[config.mk]
export PLATFORM = sky130hd
export DESIGN_NAME = qrpt_modadd
export DESIGN_NICKNAME = d
export VERILOG_FILES = /design/src/rtl/core/qrpt_pkg.sv /design/src/rtl/core/qrpt_modadd.sv
export SDC_FILE = /design/constraint.sdc
export NUM_CORES = 1
export LEC_CHECK = 0
export ABC_AREA = 1
export ABC_CLOCK_PERIOD_IN_PS = 6450
export BUFFER_PORTS_ARGS = -buffer_cell sky130_fd_sc_hd__clkbuf_2
export CELL_PAD_IN_SITES_DETAIL_PLACEMENT = 2
export CELL_PAD_IN_SITES_GLOBAL_PLACEMENT = 2
export CORE_MARGIN = 4
export CORE_UTILIZATION = 28
export DETAILED_ROUTE_END_ITERATION = 7
export PLACE_DENSITY = 0.95
export SYNTH_ARGS = -nofsm -noshare
export SYNTH_HDL_FRONTEND = slang
export SYNTH_SLANG_ARGS = --single-unit
[constraint.sdc]
create_clock -name vclk -period 6.45
set_input_delay 0.645 -clock vclk [all_inputs]
set_output_delay 0.645 -clock vclk [all_outputs]
set_load 0.05 [all_outputs]
[src/rtl/core/qrpt_pkg.sv]
// shared types for the quadratic residue primality tester
// no dependencies
package qrpt_pkg;

  // one-bit verdict carried on the result channel
  typedef logic flag_t;

  // status returned by the shared modular adder
  typedef struct packed {
    logic wrap;   // sum reached the modulus and was reduced
    logic zero;   // reduced sum is zero
  } madd_flags_t;

endpackage

[src/rtl/core/qrpt_modadd.sv]
// shared modular adder: (a + b) mod modulus for a < modulus, b <= modulus
// depends on qrpt_pkg
module qrpt_modadd #(
  parameter int unsigned WIDTH = 16
) (
  input  logic [WIDTH-1:0]      a,
  input  logic [WIDTH-1:0]      b,
  input  logic [WIDTH-1:0]      modulus,
  output logic [WIDTH-1:0]      sum,
  output qrpt_pkg::madd_flags_t flags
);
  import qrpt_pkg::*;

  logic [WIDTH:0] sum_full;
  logic [WIDTH:0] sum_red;

  // one add, one compare, one conditional subtract
  assign sum_full   = {1'b0, a} + {1'b0, b};
  assign flags.wrap = (sum_full >= {1'b0, modulus});
  assign sum_red    = flags.wrap ? (sum_full - {1'b0, modulus}) : sum_full;
  assign sum        = sum_red[WIDTH-1:0];
  assign flags.zero = (sum == '0);
endmodule

==> run metrics <==
most used cells in the layout excluding fill and tap cells=sky130_fd_sc_hd__nand2_1, sky130_fd_sc_hd__inv_1, sky130_fd_sc_hd__clkbuf_2; number of max-slew violations in the final report=0; first-pass GRT wire length=approximately 17000 um; Core Box Area=approximately 8300 sq um; Avg Synthesized Cell Area=approximately 5 sq um; number of optimization iterations in the first detailed-route pass=4; Post-route DRC=0; launching element type of the critical path=input pin; setup repair after global routing missed its margin=false; pin count of the biggest net entering global routing=19; area of the die=approximately 10000 sq um; starting density of the core=around 29%; maximum clock frequency=187.0 MHz; final count of negative-setup-slack endpoints=0; layout filler cell count=1156; sum of overflow across all layers after global routing=0; detailed-placement wirelength estimate=about 9700 um; transition time at the pin with the least slew margin=between 0.7 and 0.8 ns; clock period minus final worst setup slack=~5.3 ns; number of distinct library cell variants in the gate-level netlist after synthesis=27; worst-path fanout max=18; crit path DAT=4.70 ns; post-cts repair resize count=0; Final Hold Slack=roughly 2 ns; number of vias per cell after detailed routing=a little under 5; ratio of final minimum period to clock period=between 80% and 90%; remaining antenna violation count after routing=0; number of DRC markers in iteration 0=57; total via count in the routed design=between 3000 and 4000; routed length per instance=around 16 um; setup ws final=roughly 1.1 ns; worst hold path type=in -> out; area of the mapped netlist=2385 sq um; IO Count=between 60 and 70; total number of placement rows=33; hold buffer count at CTS=0; max capacitance violation total=0; total area of sequential cells=0 sq um; final sequential cell count=0; element type at the critical path end=primary output; WL final=about 10000 um; antenna diode instance count=0; result of the run=finished, final reports clean; most common cell after layout, fill and taps aside=sky130_fd_sc_hd__nand2_1; syn nets=around 560; share of post-route cells with drive strength above 1=15.58%; multi-input logic area=1923 sq um; Critical Path RT=slightly below 6 ns; floorplan die width=about 100 um; antenna violations before repair=0; warnings from Yosys=0; clock buffer instance count of the final layout=0; post-route non-filler standard cell count=roughly 640; hold violation count in the final report=0; Final Net Count=a little over 600; Die Y-Extent=between 100 and 150 um; Worst Setup Slack post-DPL=around 1.1 ns; Finished Core Util=approximately 34%; number of global-route vias before repair=3662; overall fraction of global-route tracks in use=between 20% and 30%; Mapped Cells=~480; summed negative setup slack over all endpoints=0 ns; number of placed cells counting well taps=644; number of port buffers=66; post-synthesis sequential area ratio=0%; global placement routability congestion=roughly 0.87; leak pwr=0.001921 uW; Max IR drop VDD=0.00009729 V; P&R area growth vs syn=18.10%; total power divided by cell area=~260 nW/um^2; Max-Slew Margin vs Limit=around half; class of the most critical setup path=in -> out; Post-CTS Repair Setup Buffers=0
cell families (layout without fill, tap and decap cells):
group,count (synthesis),in the layout,share of synthesized area [%]
and+or+nand+nor,287,287,51.63
adders and majority gates,34,34,18.47
xor gates and xnor gates,14,14,5.142
AOI/OAI and AO/OA,23,23,5.404
buffers and inverters,118,181,19.36
power by group:
| group | internal (uW) | switching [uW] |
|---|---|---|
| sequential | 0 | 0 |
| combinational | 197 | 526 |
| clock | 0 | 0 |
| total | 197 | 526 |
worst paths after layout:
path,from,to,slack (ns),cells after the start
worst max-delay path,a[0],flags[0],1.10,26
worst min-delay path,b[0],sum[0],1.98,5
final cells by class:
type / count / share of cell area [%]
repair buffers: 66 / 11.73
well taps: 105 / 4.665
inverters: 115 / 15.33
multi-input cells: 358 / 68.28
stage by stage:
| stage | power, uW | instance area [sq um] |
|---|---|---|
| final | 723.2 | 2816 |
| after global routing | 795.7 | 2816 |
| after CTS | 729.7 | 2816 |
| after detailed placement | 727.0 | 2816 |
| after global placement | 678.1 | 2816 |
| after floorplan | 530.8 | 2385 |
per-layer routing:
layer	part of all wire (%)	vias to the layer above	global-route usage (%)
li1	-	1562	-
met4	3.2	0	6.218
met5	0	-	0
met3	2.2	24	0.6254
met1	41	1496	23.89
met2	54	61	42.61
worst max-delay path, cell delays in order:
cell	delay, ns
sky130_fd_sc_hd__clkbuf_2	0.08
sky130_fd_sc_hd__ha_1	0.23
sky130_fd_sc_hd__fa_1	0.45
sky130_fd_sc_hd__nand3_1	0.14
sky130_fd_sc_hd__nand3_2	0.13
sky130_fd_sc_hd__nand2_1	0.09
sky130_fd_sc_hd__nand2_1	0.09
sky130_fd_sc_hd__nand2_1	0.11
sky130_fd_sc_hd__nand3_1	0.09
sky130_fd_sc_hd__nand2_1	0.14
sky130_fd_sc_hd__inv_1	0.06
sky130_fd_sc_hd__ha_1	0.37
sky130_fd_sc_hd__nand2_1	0.14
sky130_fd_sc_hd__inv_1	0.05
sky130_fd_sc_hd__nand2_1	0.06
sky130_fd_sc_hd__nand2_1	0.04
sky130_fd_sc_hd__a21oi_1	0.28
sky130_fd_sc_hd__nand2_2	0.14
sky130_fd_sc_hd__nand2_4	0.20
sky130_fd_sc_hd__nand3_4	0.25
sky130_fd_sc_hd__o21ai_0	0.29
sky130_fd_sc_hd__nand2_1	0.08
sky130_fd_sc_hd__nor2_1	0.10
sky130_fd_sc_hd__nand2_1	0.06
sky130_fd_sc_hd__nor2_1	0.08
sky130_fd_sc_hd__clkbuf_2	0.28
cells in the mapped netlist (3+ instances only):
| library cell | number | area share, % |
|---|---|---|
| sky130_fd_sc_hd__nor2_1 | 27 | 4.2 |
| sky130_fd_sc_hd__inv_1 | 113 | 18 |
| sky130_fd_sc_hd__nand3b_1 | 8 | 2.5 |
| sky130_fd_sc_hd__nand2_1 | 193 | 30 |
| sky130_fd_sc_hd__nand4_1 | 6 | 1.6 |
| sky130_fd_sc_hd__xnor2_1 | 8 | 2.9 |
| sky130_fd_sc_hd__a21oi_1 | 18 | 3.8 |
| sky130_fd_sc_hd__nand3_1 | 32 | 6.7 |
| sky130_fd_sc_hd__ha_1 | 32 | 17 |
| sky130_fd_sc_hd__xor2_1 | 6 | 2.2 |
| sky130_fd_sc_hd__nor3_1 | 3 | 0.63 |
| sky130_fd_sc_hd__and2_1 | 4 | 1.0 |
| sky130_fd_sc_hd__nand2_2 | 6 | 1.6 |
Note: power is estimated with default switching activity, not from simulation.
